### config.mk
export PLATFORM = sky130hd
export DESIGN_NAME = pbt_lerp_cell
export DESIGN_NICKNAME = d
export VERILOG_FILES = /design/src/sv/pbt_pkg.sv /design/src/sv/pbt_lerp_cell.sv
export SDC_FILE = /design/constraint.sdc
export NUM_CORES = 2
export LEC_CHECK = 0
export BUFFER_PORTS_ARGS = -buffer_cell sky130_fd_sc_hd__buf_4
export CAP_MARGIN = 20
export CELL_PAD_IN_SITES_DETAIL_PLACEMENT = 1
export CELL_PAD_IN_SITES_GLOBAL_PLACEMENT = 1
export CORE_UTILIZATION = 35
export CTS_BUF_LIST = sky130_fd_sc_hd__clkbuf_4 sky130_fd_sc_hd__clkbuf_8
export DETAILED_ROUTE_END_ITERATION = 16
export HOLD_SLACK_MARGIN = 0.05
export PLACE_DENSITY_LB_ADDON = 0.1
export SLEW_MARGIN = 15
export SYNTH_ARGS = -nofsm -noshare
export SYNTH_HDL_FRONTEND = slang
export SYNTH_SLANG_ARGS = --single-unit
### constraint.sdc
create_clock -name clk -period 24.7 [get_ports clk]
set_clock_uncertainty 0.2 [all_clocks]
set_input_delay 3.705 -clock clk [delete_from_list [all_inputs] [get_ports clk]]
set_output_delay 3.705 -clock clk [all_outputs]
set_load 0.005 [all_outputs]
### src/sv/pbt_pkg.sv
// ----------------------------------------------------------------------------
// pbt_pkg: shared constants of the trajectory evaluator
// Arctangent table, register codes, reset values and widths.
// ----------------------------------------------------------------------------
package pbt_pkg;

	localparam int HEADING_WIDTH = 18;
	localparam int ANG_FRAC      = 16;
	localparam int ANG_WIDTH     = 34;
	localparam int TABLE_LEN     = 24;

	localparam logic [0:0] REG_ARC_HEIGHT = 1'b0;
	localparam logic [0:0] REG_SPIN_LIMIT = 1'b1;

	localparam logic [22:0] ARC_HEIGHT_RESET = 23'd38400;
	localparam logic [16:0] SPIN_LIMIT_RESET = 17'd40960;

	localparam logic signed [ANG_WIDTH-1:0] HALF_TURN = 34'sd754974720; // 11520 << 16

	function automatic logic signed [ANG_WIDTH-1:0] atan_entry(input int idx);
		logic signed [ANG_WIDTH-1:0] r;
		case (idx)
			0: r = 34'sd188743680;
			1: r = 34'sd111421900;
			2: r = 34'sd58872272;
			3: r = 34'sd29884485;
			4: r = 34'sd15000234;
			5: r = 34'sd7507429;
			6: r = 34'sd3754631;
			7: r = 34'sd1877430;
			8: r = 34'sd938729;
			9: r = 34'sd469366;
			10: r = 34'sd234683;
			11: r = 34'sd117342;
			12: r = 34'sd58671;
			13: r = 34'sd29335;
			14: r = 34'sd14668;
			15: r = 34'sd7334;
			16: r = 34'sd3667;
			17: r = 34'sd1833;
			18: r = 34'sd917;
			19: r = 34'sd458;
			20: r = 34'sd229;
			21: r = 34'sd115;
			22: r = 34'sd57;
			23: r = 34'sd29;
			default: r = '0;
		endcase
		return r;
	endfunction

endpackage

### src/sv/pbt_lerp_cell.sv
// ----------------------------------------------------------------------------
// pbt_lerp_cell: one de Casteljau level
// Interpolates N point pairs at a common t; registered output.
// ----------------------------------------------------------------------------
module pbt_lerp_cell import pbt_pkg::*; #(
	parameter int W = 24,
	parameter int F = 16,
	parameter int N = 3
) (
	input  logic                clk,
	input  logic                en,
	input  logic [F:0]          t,
	input  logic signed [W-1:0] a [N],
	input  logic signed [W-1:0] b [N],
	output logic signed [W-1:0] y [N]
);

	localparam int PW = W + F + 3;

	logic signed [W-1:0] r [N];

	always_comb begin
		for (int i = 0; i < N; i++) begin
			logic signed [W:0]    d;
			logic signed [PW-1:0] p;
			d = (W+1)'(b[i]) - (W+1)'(a[i]);
			p = PW'(d) * $signed({1'b0, t}) + (PW'(1) <<< (F - 1));
			r[i] = W'(PW'(a[i]) + (p >>> F));
		end
	end

	always_ff @(posedge clk) begin
		if (en) begin
			y <= r;
		end
	end

endmodule

==> out/metrics.cfg <==
[logic_synthesis]
synth_most_common_cell=inv_1
yosysSeqAreaShare_pct=4.12
ys.flop_type=edfxtp_1
synth_edf_count=72
syn_area_um2=52400
syn_area_per_cell_um2=9.00
synth_seq_cells=72
synth_top_area_share_pct=45.5
async_flop_share_pct=0
yosys_warnings=0
ys_top_cells_by_count=inv_1, fa_1, and2_1
synth_nets=7684
ys_top_cells_by_area=fa_1, ha_1, inv_1
yosys.area.top_type=fa_1
syn_inst=5826
synth.distinct_cells=79

[floorplan]
start_util_pct=35.4
core_area_um2=148000
fp.dieArea_um2=151000
num_rows=141
ioPinCount=235
die_w_um=389
die_y_um=389

[drt]
wl_per_cell_um=19.4
drt_wl_total_mm=153
drc=0
vias=37500
dr.pass1.iters=4
ant_nets=0
drtIter0Drc=1166
vias_per_cell=4.76

[clock_tree]
clockBufferDepth=2
cts_resized=0
hold_buffers=0
clk_pin_slew_worst_paths_ps=170
cts_tree=yes
root_buffer=clkbuf_8
post-cts-setup-buffers=0
cts.sinks=72
cts-buffers-inserted=9
cts.htree.levels=3

[placed_design]
gp_congestion=0.783
dp_hpwl_mm=124
io_buffers=234

[layout]
nets=7806
fillers=17300
area_delta_synth_final_pct=8.26
largest_reg_flops=72
top_register=y
reg_top3=y (72)
layout-drive-gt1-share_pct=6.22

[critical_path]
start_kind=primary input
crit_path_top_delay_cell=o311ai_1
worstPathArrival_ps=14450
cpMostUsedCell=fa_1
endpoint_kind=register
cp_top_family=compound AO/OA/AOI/OAI gates
cp.buffers_inverters=6
cpPeakStageDelay_ps=780
critPathKind=in2reg
cp_max_fo=17
cp.required_ps=24800

[timing]
finalMaxSlewViolations=0
finalSetupViolations=0
fin_crit_ps=14340
finalCritPeriodShare_pct=58.1
tightest_slew_ps=1160
relSlewSlack_pct=22.9
finalHoldViolCount=0
setup_tns_ps=0
rsz0062_at_grt=no
fmax_mhz=69.7

[grt]
grt_pass1_wl_mm=247
antenna_found_initial=5
grt_pass1_vias=42900
grt_max_degree=62
grtUsageTotal_pct=21.2
grt_overflow=0

[job]
cap_violations=0

[outcome]
status=completed

[worst_hold_path]
hold_path.class=in2reg

-- cell usage in the layout (no fill, tap or decap), drive strengths merged, types with 8 or more instances in the layout --
cell type  count
or3           10
a21o          58
nand2        574
o21a          41
o31a           8
a21boi         9
xor2          46
a21oi        137
nor2         125
nor2b         93
ha           504
o211ai        10
xnor2        181
buf          326
inv         1503
nand2b        50
a31oi         15
o21bai        19
fa          1191
and3          16
edfxtp        72
and2         683
nand3         35
nor3          41
nand4         17
clkbuf         9
o21ai         69
-- stage by stage --
step                      area (um2)  std cells  setup slack, ps  hold slack (ps)  utilization, %
after floorplan                52400       5826            11170             3620               -
after detailed placement       56500       7867             9750             3820            38.1
after global placement         56500       7867             9890             3820            38.1
after global routing           56700       7885             9440             3200            38.3
final                          56700       7888            10360             3230            38.3
after CTS                      56700       7883            10320             3150            38.3
-- cell type report --
type	count	area, um2	area share [%]
Multi-Input combinational cell	4039	43900	77.3
Inverter	1500	5630	9.92
Timing Repair Buffer	326	2450	4.31
Tap cell	1930	2410	4.26
Sequential cell	72	2160	3.81
Clock buffer	9	124	0.218
Clock inverter	7	76.3	0.134
Antenna cell	5	12.5	0.0220
-- final timing paths --
| kind | from | depth (start not counted) | slack, ps | endpoint |
|---|---|---|---|---|
| setup / recovery | a[0] | 44 | 10360 | y[22] |
| hold / removal | a[48] | 2 | 3230 | y[48] |
-- routing by layer --
layer | up-vias | wire length [um] | track usage [%]
li1 | 17400 | - | -
met1 | 19700 | 69200 | 27.7
met2 | 310 | 78500 | 38.0
met3 | 104 | 2750 | 1.74
met4 | 4 | 2790 | 4.51
met5 | - | 27 | 0
-- cell families (layout without fill, tap and decap cells) --
logic type                 count (synthesis)  after routing  synth area share, %
buffers and inverters                   1715           1842                 12.3
adders and majority gates               1695           1695                 57.5
and+or+nand+nor                         1672           1672                 16.5
AOI/OAI and AO/OA                        442            442                 5.64
xor gates and xnor gates                 229            229                 3.88
DFF                                       72             72                 4.12
muxes                                      1              1               0.0191
other                                      0              5                    0
Power is left out: the tool's default activity adds up to more than one toggle a clock period on the data nets, which glitch-free logic cannot reach.
