### src/sv/pbt_pkg.sv
// ----------------------------------------------------------------------------
// pbt_pkg: shared constants of the trajectory evaluator
// Arctangent table, register codes, reset values and widths.
// ----------------------------------------------------------------------------
package pbt_pkg;

	localparam int HEADING_WIDTH = 18;
	localparam int ANG_FRAC      = 16;
	localparam int ANG_WIDTH     = 34;
	localparam int TABLE_LEN     = 24;

	localparam logic [0:0] REG_ARC_HEIGHT = 1'b0;
	localparam logic [0:0] REG_SPIN_LIMIT = 1'b1;

	localparam logic [22:0] ARC_HEIGHT_RESET = 23'd38400;
	localparam logic [16:0] SPIN_LIMIT_RESET = 17'd40960;

	localparam logic signed [ANG_WIDTH-1:0] HALF_TURN = 34'sd754974720; // 11520 << 16

	function automatic logic signed [ANG_WIDTH-1:0] atan_entry(input int idx);
		logic signed [ANG_WIDTH-1:0] r;
		case (idx)
			0: r = 34'sd188743680;
			1: r = 34'sd111421900;
			2: r = 34'sd58872272;
			3: r = 34'sd29884485;
			4: r = 34'sd15000234;
			5: r = 34'sd7507429;
			6: r = 34'sd3754631;
			7: r = 34'sd1877430;
			8: r = 34'sd938729;
			9: r = 34'sd469366;
			10: r = 34'sd234683;
			11: r = 34'sd117342;
			12: r = 34'sd58671;
			13: r = 34'sd29335;
			14: r = 34'sd14668;
			15: r = 34'sd7334;
			16: r = 34'sd3667;
			17: r = 34'sd1833;
			18: r = 34'sd917;
			19: r = 34'sd458;
			20: r = 34'sd229;
			21: r = 34'sd115;
			22: r = 34'sd57;
			23: r = 34'sd29;
			default: r = '0;
		endcase
		return r;
	endfunction

endpackage

### src/sv/pbt_cordic_cell.sv
// ----------------------------------------------------------------------------
// pbt_cordic_cell: one vectoring CORDIC rotation
// Shift amount fixed by the cell's place in the row.
// ----------------------------------------------------------------------------
module pbt_cordic_cell import pbt_pkg::*; #(
	parameter int VW  = 30,
	parameter int IDX = 0
) (
	input  logic                        clk,
	input  logic                        en,
	input  logic signed [VW-1:0]        x_in,
	input  logic signed [VW-1:0]        y_in,
	input  logic signed [ANG_WIDTH-1:0] z_in,
	output logic signed [VW-1:0]        x_out,
	output logic signed [VW-1:0]        y_out,
	output logic signed [ANG_WIDTH-1:0] z_out
);

	always_ff @(posedge clk) begin
		if (en) begin
			if (y_in > 0) begin
				x_out <= x_in + (y_in >>> IDX);
				y_out <= y_in - (x_in >>> IDX);
				z_out <= z_in + atan_entry(IDX);
			end else begin
				x_out <= x_in - (y_in >>> IDX);
				y_out <= y_in + (x_in >>> IDX);
				z_out <= z_in - atan_entry(IDX);
			end
		end
	end

endmodule
### config.mk
export PLATFORM = sky130hd
export DESIGN_NAME = pbt_cordic_cell
export DESIGN_NICKNAME = d
export VERILOG_FILES = /design/src/sv/pbt_pkg.sv /design/src/sv/pbt_cordic_cell.sv
export SDC_FILE = /design/constraint.sdc
export NUM_CORES = 1
export LEC_CHECK = 0
export ABC_AREA = 1
export BUFFER_PORTS_ARGS = -buffer_cell sky130_fd_sc_hd__buf_2
export CAP_MARGIN = 20
export CORE_MARGIN = 1
export CORE_UTILIZATION = 51
export CTS_CLUSTER_SIZE = 30
export DETAILED_ROUTE_END_ITERATION = 7
export PLACE_DENSITY = 0.74
export SYNTH_ARGS = -nofsm -noshare
export SYNTH_HDL_FRONTEND = slang
export SYNTH_SLANG_ARGS = --single-unit
### constraint.sdc
create_clock -name clk -period 9.2 [get_ports clk]
set_input_delay 2.3 -clock clk [delete_from_list [all_inputs] [get_ports clk]]
set_output_delay 2.3 -clock clk [all_outputs]
set_load 0.005 [all_outputs]
==> flow_metrics.env, run 1 <==
export IMPL_status="completed"
export IMPL_multi_input_area_um2=6010
export IMPL_setup_ws_ns=3.834
export IMPL_yosys_register_bits=93
export IMPL_grt_max_degree=81
export IMPL_min_period_over_period=0.5832
export IMPL_syn_num_nets=1727
export IMPL_hpwl_um=26720
export IMPL_syn2layout_area_growth_pct=13.10
export IMPL_first_iter_violations=947
export IMPL_muxShareOfSynthArea=0
export IMPL_hp_start="z_in[6]"
export IMPL_critPathLaunchType="primary input"
export IMPL_end_kind="register"
export IMPL_die_area_um2=20290
export IMPL_port_buffers=189
export IMPL_cp_arrival_ns=5.47
export IMPL_post_place_cells=1942
export IMPL_ir_drop_uv=82.05
export IMPL_yosys_area_share_simple=0.3395
export IMPL_setup_viol=0
export IMPL_hold_class="primary input to register"
export IMPL_finalHoldViolations=0
export IMPL_ys_seq_area_frac=0.2776
export IMPL_p_leak_nw=6.230
export IMPL_critPathSlowestCell="ha_1"
export IMPL_synth_compound_area_share=0.09454
export IMPL_cts_root_buf="clkbuf_16"
export IMPL_diodes=0
export IMPL_firstDrtPassIters=6
export IMPL_synth_xor_area_frac=0.03483
export IMPL_clk_path_buf_depth=2
export IMPL_power_switching_w=0.0005781
export IMPL_dieWidth_um=142.4
export IMPL_post_cts_setup_buffers=0
export IMPL_core_rowCount=50
export IMPL_synthCells=1530
export IMPL_syn_area_um2=10060
export IMPL_rsz0062_at_grt="false"
export IMPL_p_seq_frac=0.366
export IMPL_maxCapViolCount=0
export IMPL_die_y_um=142.4
export IMPL_via_per_inst=5.304
export IMPL_p_clk_frac=0.243
export IMPL_path_max_fanout=54
export IMPL_synth_warnings=0
export IMPL_globalplace_congestion=1.035
export IMPL_p_sw_frac=0.3841
export IMPL_yosysUniqueCellTypes=35
export IMPL_drc=0
export IMPL_maxSlewViolCount=0
export IMPL_final_nets=1890
export IMPL_critPathMostFrequentCell="nand2_1"
export IMPL_clk_pin_slew_ns=0.07
export IMPL_antenna_found_initial=0
export IMPL_coreArea_um2=19020
export IMPL_dp_slack_ns=3.502
export IMPL_final_cells=1958
export IMPL_path_cells="buf_2 > nor2_1 > nand4_1 > nor3_1 > nand2_1 > nand2_2 > inv_2 > buf_4 > ha_1 > a21oi_1 > nand2_1 > a21boi_0 > o21ai_0 > nand2_1 > nand2_1 > xor2_1"
export IMPL_critPathMaxStageDelay_ns=0.43
export IMPL_synth_top_family_by_area="simple AND/OR/NAND/NOR gates"
export IMPL_ioPinCount=190
export IMPL_worstHoldPathCells=1
export IMPL_initial_utilization=0.5289
export IMPL_dr_total_vias=10390
export IMPL_relSlewSlack=0.3600
export IMPL_syn_area_per_cell_um2=6.574
export IMPL_drive_gt1_frac=0.1349
export IMPL_wl_um=31700
export IMPL_path_class="primary input to register"
export IMPL_wl_per_cell_um=16.19
export IMPL_final_antenna_net_count=0
export IMPL_ctsHoldBuffers=0
export IMPL_cts_buffers=9
export IMPL_cts_resized=0
export IMPL_grt_pass1_wl_um=48410
export IMPL_total_power_w=0.001505
export IMPL_p_int_w=0.0009270
export IMPL_required_ns=9.30
export IMPL_layout_area_seq_um2=2793
export IMPL_nFillCells=1904
export IMPL_synth_fa_ha_area_frac=0.1286
export IMPL_period_needed_ns=5.366
export IMPL_fmax_ghz=0.1864
export IMPL_cts_tree="done"
export IMPL_pwr_share_comb=0.391
export IMPL_tightest_slew_ns=0.9600
export IMPL_grt_usage=0.3150
export IMPL_gr_total_overflow=0
export IMPL_power_density_nw_per_um2=132.3
export IMPL_cts_num_sinks=93
export IMPL_grt_pass1_vias=9462
export IMPL_fin_tns_setup_ns=0
export IMPL_cts_max_level=3
export IMPL_whs_endpoint="z_out[6]$_DFFE_PP_"
cell usage in the layout, fill, tap and decap left out, types with 30 or more instances in the layout:
master	Yosys	final
xor2_1	38	38
nand4_1	30	30
nand3_1	132	132
ha_1	97	97
o21ai_0	62	62
nand2_1	508	508
edfxtp_1	93	93
a21oi_1	82	82
inv_1	259	259
nor2_1	116	116
buf_2	11	188
power by group through the flow:
| stage | Clock, W | Combinational [W] | Sequential (W) |
|---|---|---|---|
| after floorplan | 0 | 0.000357 | 0.000569 |
| after global routing | 0.000388 | 0.000650 | 0.000556 |
| after CTS | 0.000377 | 0.000578 | 0.000551 |
| after global placement | 0 | 0.000571 | 0.000561 |
| final | 0.000366 | 0.000588 | 0.000550 |
| after detailed placement | 0 | 0.000576 | 0.000561 |
per-layer routing:
| layer | vias up | GRT usage | routed length [µm] |
|---|---|---|---|
| met5 | - | 0 | 0 |
| met4 | 0 | 0.1358 | 1258 |
| met1 | 4613 | 0.4124 | 13490 |
| met3 | 62 | 0.06999 | 3464 |
| li1 | 5182 | - | - |
| met2 | 529 | 0.4977 | 13480 |
per-stage QoR:
| step | area (µm²) | util | hold slack, ns |
|---|---|---|---|
| global route | 11380 | 0.5982 | 2.115 |
| global placement | 11080 | 0.5825 | 2.477 |
| floorplan | 10060 | - | 2.399 |
| detailed placement | 11080 | 0.5825 | 2.479 |
| finish | 11380 | 0.5982 | 2.128 |
| CTS | 11380 | 0.5982 | 2.114 |
registers in the layout, indices dropped and copies added, names as in the netlist:
register / flops
x_out: 30
z_out: 34
y_out: 29
logic make-up after synthesis:
| group | count (synthesis) |
|---|---|
| simple gates | 820 |
| flops | 93 |
| fa+ha+maj | 101 |
| compound gates | 175 |
| xor+xnor | 40 |
| buf+inv | 301 |
critical path, delay by kind of cell:
kind / cells / cell delay, ns
and+or+nand+nor: 8 / 1.43
AOI/OAI and AO/OA: 3 / 0.65
adders and majority gates: 1 / 0.43
xor gates and xnor gates: 1 / 0.14
buffers and inverters: 3 / 0.50
worst max path at each step:
stage / cells past startpoint / slack (ns) / from / to
6_report: 16 / 3.83 / y_in[1] / z_out[31]$_DFFE_PP_
5_1_grt: 16 / 3.53 / y_in[1] / z_out[31]$_DFFE_PP_
4_1_cts: 16 / 3.87 / y_in[1] / z_out[31]$_DFFE_PP_
3_5_place_dp: 16 / 3.50 / y_in[1] / z_out[31]$_DFFE_PP_
3_3_place_gp: 16 / 3.51 / y_in[1] / z_out[31]$_DFFE_PP_
2_1_floorplan: 14 / 4.63 / y_in[26] / z_out[31]$_DFFE_PP_
synthesized netlist by cell type:
cell	instances	area [µm²]
a31oi_1	1	6.260
xor2_1	38	332.8
nor3_1	10	50.05
a21o_1	4	30.03
xnor2_1	2	17.52
edfxtp_1	93	2793
and2_1	2	12.51
nand3b_1	1	7.510
nand3_1	132	660.6
o21a_1	3	22.52
or2_0	2	12.51
nor2_2	6	37.54
fa_1	4	80.08
nand2_1	508	1907
nand3_2	6	60.06
or2_1	1	6.260
a21boi_0	1	7.510
clkbuf_1	2	7.510
o2111ai_1	1	8.760
nand2_2	6	37.54
o21ai_1	3	15.01
o21bai_1	16	120.1
ha_1	97	1214
buf_2	11	55.05
o211ai_2	1	12.51
nand4_1	30	187.7
o21ai_0	62	310.3
buf_6	4	45.04
buf_1	1	3.750
inv_2	2	7.510
buf_4	22	165.2
nor2_1	116	435.4
inv_1	259	972.2
a21oi_1	82	410.4
a211oi_1	1	7.510
cell type report:
cell class | instances | area share
inverter | 261 | 0.08612
sequential | 93 | 0.2455
multi-input combinational | 1136 | 0.5283
clock inverter | 7 | 0.006379
tap | 260 | 0.02860
timing repair buffer | 192 | 0.08535
clock buffer | 9 | 0.01980
Power figures use the tool's default switching activity.
==> inputs of run 2 (changes only) <==
==> constraint.sdc (replaced) <==
create_clock -name clk -period 5.6 [get_ports clk]
set_input_delay 1.4 -clock clk [delete_from_list [all_inputs] [get_ports clk]]
set_output_delay 1.4 -clock clk [all_outputs]
set_load 0.005 [all_outputs]
==> flow_metrics.env, run 2 (synthesis results as in run 1) <==
export IMPL_largest_reg_flops=34
export IMPL_post_cts_setup_buffers=0
export IMPL_power_density_nw_per_um2=216.2
export IMPL_clk_pin_slew_ns=0.07
export IMPL_required_ns=5.70
export IMPL_fin_area_um2=11370
export IMPL_cp_arrival_ns=4.39
export IMPL_globalplace_congestion=0.9934
export IMPL_p_sw_frac=0.3819
export IMPL_hold_worst_slack_ns=1.223
export IMPL_path_max_fanout=52
export IMPL_core_rowCount=50
export IMPL_maxCapViolCount=0
export IMPL_drc=0
export IMPL_wl_per_cell_um=16.26
export IMPL_end_kind="register"
export IMPL_fmax_ghz=0.2333
export IMPL_cts_num_sinks=93
export IMPL_ctsHoldBuffers=0
export IMPL_dr_total_vias=10330
export IMPL_firstDrtPassIters=5
export IMPL_p_clk_frac=0.239
export IMPL_cts_root_buf="clkbuf_16"
export IMPL_power_switching_w=0.0009386
export IMPL_cts_buffers=9
export IMPL_p_seq_frac=0.368
export IMPL_most_common_layout_cells="508 x nand2_1, 259 x inv_1, 188 x buf_2"
export IMPL_p_int_w=0.001519
export IMPL_cts_resized=0
export IMPL_die_area_um2=20290
export IMPL_pwr_share_comb=0.393
export IMPL_setup_ws_ns=1.314
export IMPL_p_leak_nw=6.230
export IMPL_drive_gt1_frac=0.1349
export IMPL_syn2layout_area_growth_pct=13.02
export IMPL_status="completed"
export IMPL_top_register="z_out"
export IMPL_mostFrequentLayoutCell="nand2_1"
export IMPL_diodes=0
export IMPL_hold_class="primary input to register"
export IMPL_gr_total_overflow=0
export IMPL_grt_pass1_vias=9757
export IMPL_hpwl_um=27230
export IMPL_final_nets=1890
export IMPL_via_per_inst=5.277
export IMPL_relSlewSlack=0.4196
export IMPL_wl_um=31830
export IMPL_path_class="primary input to register"
export IMPL_setup_viol=0
export IMPL_grt_pass1_wl_um=50020
export IMPL_initial_utilization=0.5289
export IMPL_coreArea_um2=19020
export IMPL_ir_drop_uv=130.9
export IMPL_dp_slack_ns=0.9403
export IMPL_die_y_um=142.4
export IMPL_rsz0062_at_grt="false"
export IMPL_ioPinCount=190
export IMPL_min_period_over_period=0.7654
export IMPL_tightest_slew_ns=0.8707
export IMPL_dieWidth_um=142.4
export IMPL_first_iter_violations=872
export IMPL_final_antenna_net_count=0
export IMPL_finalHoldViolations=0
export IMPL_cts_max_level=3
export IMPL_postPlaceCellArea_um2=11080
export IMPL_grt_max_degree=72
export IMPL_post_route_util=0.5978
export IMPL_maxSlewViolCount=0
export IMPL_whs_endpoint="z_out[21]$_DFFE_PP_"
export IMPL_fin_tns_setup_ns=0
export IMPL_critPathLaunchType="primary input"
export IMPL_port_buffers=189
export IMPL_reg_top3="z_out: 34 flops, x_out: 30 flops, y_out: 29 flops"
export IMPL_grt_usage=0.3222
export IMPL_antenna_found_initial=0
export IMPL_hp_start="z_in[21]"
export IMPL_cts_tree="done"
export IMPL_clk_path_buf_depth=2
export IMPL_period_needed_ns=4.286
export IMPL_worstHoldPathCells=1
## run 2: changes by cell type in the layout (fill, tap and decap cells not counted), sizes merged
cell      previous run  this run
clkinvlp             1         0
clkinv               1         3
inv                266       265
## run 2: final cells by class
class | instances | area, µm²
Fill cell | 1964 | 7650
Multi-Input combinational cell | 1136 | 6010
Sequential cell | 93 | 2793
Inverter | 261 | 979.7
Timing Repair Buffer | 192 | 970.9
Tap cell | 260 | 325.3
Clock buffer | 9 | 225.2
Clock inverter | 7 | 65.06
## run 2: how the worst max path moves through the flow
stage | start | to | depth (start not counted) | slack [ns]
after floorplan | y_in[26] | z_out[31]$_DFFE_PP_ | 14 | 1.93
after global placement | y_in[1] | z_out[30]$_DFFE_PP_ | 16 | 0.94
after detailed placement | y_in[1] | z_out[31]$_DFFE_PP_ | 16 | 0.94
after CTS | y_in[1] | z_out[31]$_DFFE_PP_ | 16 | 1.31
after global routing | y_in[1] | z_out[31]$_DFFE_PP_ | 16 | 0.99
final | y_in[1] | z_out[31]$_DFFE_PP_ | 16 | 1.31
## run 2: power by group through the flow
stage               Sequential (W)  Combinational, W  Clock [W]
floorplan                 0.000934          0.000587          0
global placement          0.000921          0.000939          0
global route              0.000914           0.00107   0.000624
detailed placement        0.000922          0.000946          0
finish                    0.000906          0.000965   0.000587
CTS                       0.000908          0.000949   0.000601
## run 2: worst max-delay path, stage by stage
cell	delay, ns
buf_2	0.16
nor2_1	0.20
nand4_1	0.20
nor3_1	0.25
nand2_1	0.22
nand2_2	0.26
inv_2	0.08
buf_4	0.31
ha_1	0.42
nand2_1	0.11
inv_1	0.04
a21boi_0	0.26
o21ai_0	0.19
nand2_1	0.09
nand2_1	0.05
xor2_1	0.14
## run 2: routing by layer
layer | wire [µm] | GRT usage | vias up
met3 | 3251 | 0.07840 | 52
met1 | 13890 | 0.4258 | 4626
met2 | 13640 | 0.5080 | 476
li1 | - | - | 5179
met5 | 0 | 0 | -
met4 | 1045 | 0.1188 | 0
## run 2: through the flow
stage,cells,power (W)
finish,1958,0.002458
global route,1958,0.002613
CTS,1958,0.002457
detailed placement,1942,0.001869
global placement,1942,0.001860
floorplan,1530,0.001522
==> inputs of run 3 (changes only) <==
==> constraint.sdc (replaced) <==
create_clock -name clk -period 4.1 [get_ports clk]
set_input_delay 1.025 -clock clk [delete_from_list [all_inputs] [get_ports clk]]
set_output_delay 1.025 -clock clk [all_outputs]
set_load 0.005 [all_outputs]
==> flow_metrics.env, run 3 (synthesis results as in run 1) <==
export IMPL_status="completed"
export IMPL_gr_total_overflow=0
export IMPL_critPathMostFrequentCell="nand2_1"
export IMPL_top_register="z_out"
export IMPL_power_density_nw_per_um2=293.5
export IMPL_via_per_inst=5.269
export IMPL_finalHoldViolations=0
export IMPL_clk_pin_slew_ns=0.07
export IMPL_required_ns=4.20
export IMPL_cp_arrival_ns=3.55
export IMPL_dieWidth_um=142.4
export IMPL_globalplace_congestion=0.9689
export IMPL_cts_resized=0
export IMPL_first_iter_violations=855
export IMPL_fmax_ghz=0.2903
export IMPL_critPathLaunchType="primary input"
export IMPL_cts_tree="done"
export IMPL_maxSlewViolCount=0
export IMPL_critPathMaxStageDelay_ns=0.35
export IMPL_antenna_found_initial=0
export IMPL_setup_viol=0
export IMPL_rsz0062_at_grt="false"
export IMPL_hpwl_um=26540
export IMPL_cts_num_sinks=93
export IMPL_setup_ws_ns=0.6552
export IMPL_syn2layout_area_growth_pct=13.25
export IMPL_post_cts_setup_buffers=0
export IMPL_die_area_um2=20290
export IMPL_clk_path_buf_depth=2
export IMPL_path_class="primary input to register"
export IMPL_hold_class="primary input to register"
export IMPL_coreArea_um2=19020
export IMPL_ioPinCount=190
export IMPL_path_cells="buf_2 > nor2_1 > nand4_1 > nor3_1 > nand2_1 > nand2_2 > inv_2 > ha_1 > a21oi_1 > nand2_1 > a21boi_0 > o21ai_0 > nand2_1 > nand2_1 > xor2_1"
export IMPL_path_max_fanout=6
export IMPL_diodes=0
export IMPL_firstDrtPassIters=5
export IMPL_grt_pass1_wl_um=48040
export IMPL_fin_area_um2=11390
export IMPL_grt_max_degree=66
export IMPL_largest_reg_flops=34
export IMPL_relSlewSlack=0.5242
export IMPL_most_common_layout_cells="508 x nand2_1, 259 x inv_1, 188 x buf_2"
export IMPL_drive_gt1_frac=0.1353
export IMPL_initial_utilization=0.5289
export IMPL_wl_um=31260
export IMPL_maxCapViolCount=0
export IMPL_cts_buffers=9
export IMPL_grt_usage=0.3126
export IMPL_wl_per_cell_um=15.95
export IMPL_core_rowCount=50
export IMPL_p_leak_nw=6.238
export IMPL_critPathSlowestCell="ha_1"
export IMPL_port_buffers=189
export IMPL_mostFrequentLayoutCell="nand2_1"
export IMPL_min_period_over_period=0.8402
export IMPL_dp_slack_ns=0.2393
export IMPL_ctsHoldBuffers=0
export IMPL_end_kind="register"
export IMPL_final_antenna_net_count=0
export IMPL_drc=0
export IMPL_cts_root_buf="clkbuf_16"
export IMPL_cts_max_level=3
export IMPL_tightest_slew_ns=0.7137
export IMPL_dr_total_vias=10330
export IMPL_period_needed_ns=3.445
export IMPL_die_y_um=142.4
export IMPL_ir_drop_uv=178.2
export IMPL_final_nets=1892
export IMPL_fin_tns_setup_ns=0
export IMPL_grt_pass1_vias=9524
export IMPL_postPlaceCellArea_um2=11110
export IMPL_reg_top3="z_out: 34 flops, x_out: 30 flops, y_out: 29 flops"
run 3: changes by cell type in the layout (fill, tap and decap cells not counted), sizes merged:
cell	delta
clkinvlp	+1
clkbuf	+1
inv	-1
clkinv	-1
buf	+2
run 3: final cells by class:
cell class	count	area [µm²]
repair buffers	194	998.5
well taps	260	325.3
clock inverters	6	56.30
multi-input cells	1136	6010
fillers	1888	7627
inverters	261	979.7
flip-flops and latches	93	2793
clock buffers	10	229.0
run 3: worst max-delay path, delay by kind of cell:
kind	cells	cell delay (ns)
compound gates	3	0.54
xor+xnor	1	0.14
fa+ha+maj	1	0.35
buf+inv	2	0.23
simple gates	8	1.25
run 3: power breakdown:
group | leakage (nW) | total, W | switching (W) | internal, W
Sequential | 0.909 | 0.00124 | 0.0000288 | 0.00121
Combinational | 5.19 | 0.00131 | 0.000866 | 0.000447
Clock | 0.137 | 0.000795 | 0.000371 | 0.000424
Total | 6.24 | 0.00334 | 0.00127 | 0.00208
run 3: metrics by stage:
| stage | utilization | cells | power [W] | hold slack, ns |
|---|---|---|---|---|
| 2_1_floorplan | - | 1530 | 0.002079 | 1.124 |
| 3_3_place_gp | 0.5839 | 1944 | 0.002534 | 1.201 |
| 3_5_place_dp | 0.5839 | 1944 | 0.002546 | 1.204 |
| 4_1_cts | 0.5989 | 1960 | 0.003345 | 0.8381 |
| 5_1_grt | 0.5989 | 1960 | 0.003552 | 0.8401 |
| 6_report | 0.5989 | 1960 | 0.003343 | 0.8526 |
run 3: worst paths after layout:
check,slack [ns],from,cells after the start,end
worst max-delay path,0.66,y_in[1],15,z_out[31]$_DFFE_PP_
worst min-delay path,0.85,z_in[6],1,z_out[6]$_DFFE_PP_
run 3: routing by layer:
layer  part of all wire  GRT usage
met1               0.45     0.4216
met2               0.44     0.5077
met3              0.084    0.04812
met4              0.027     0.1075
met5                  0          0
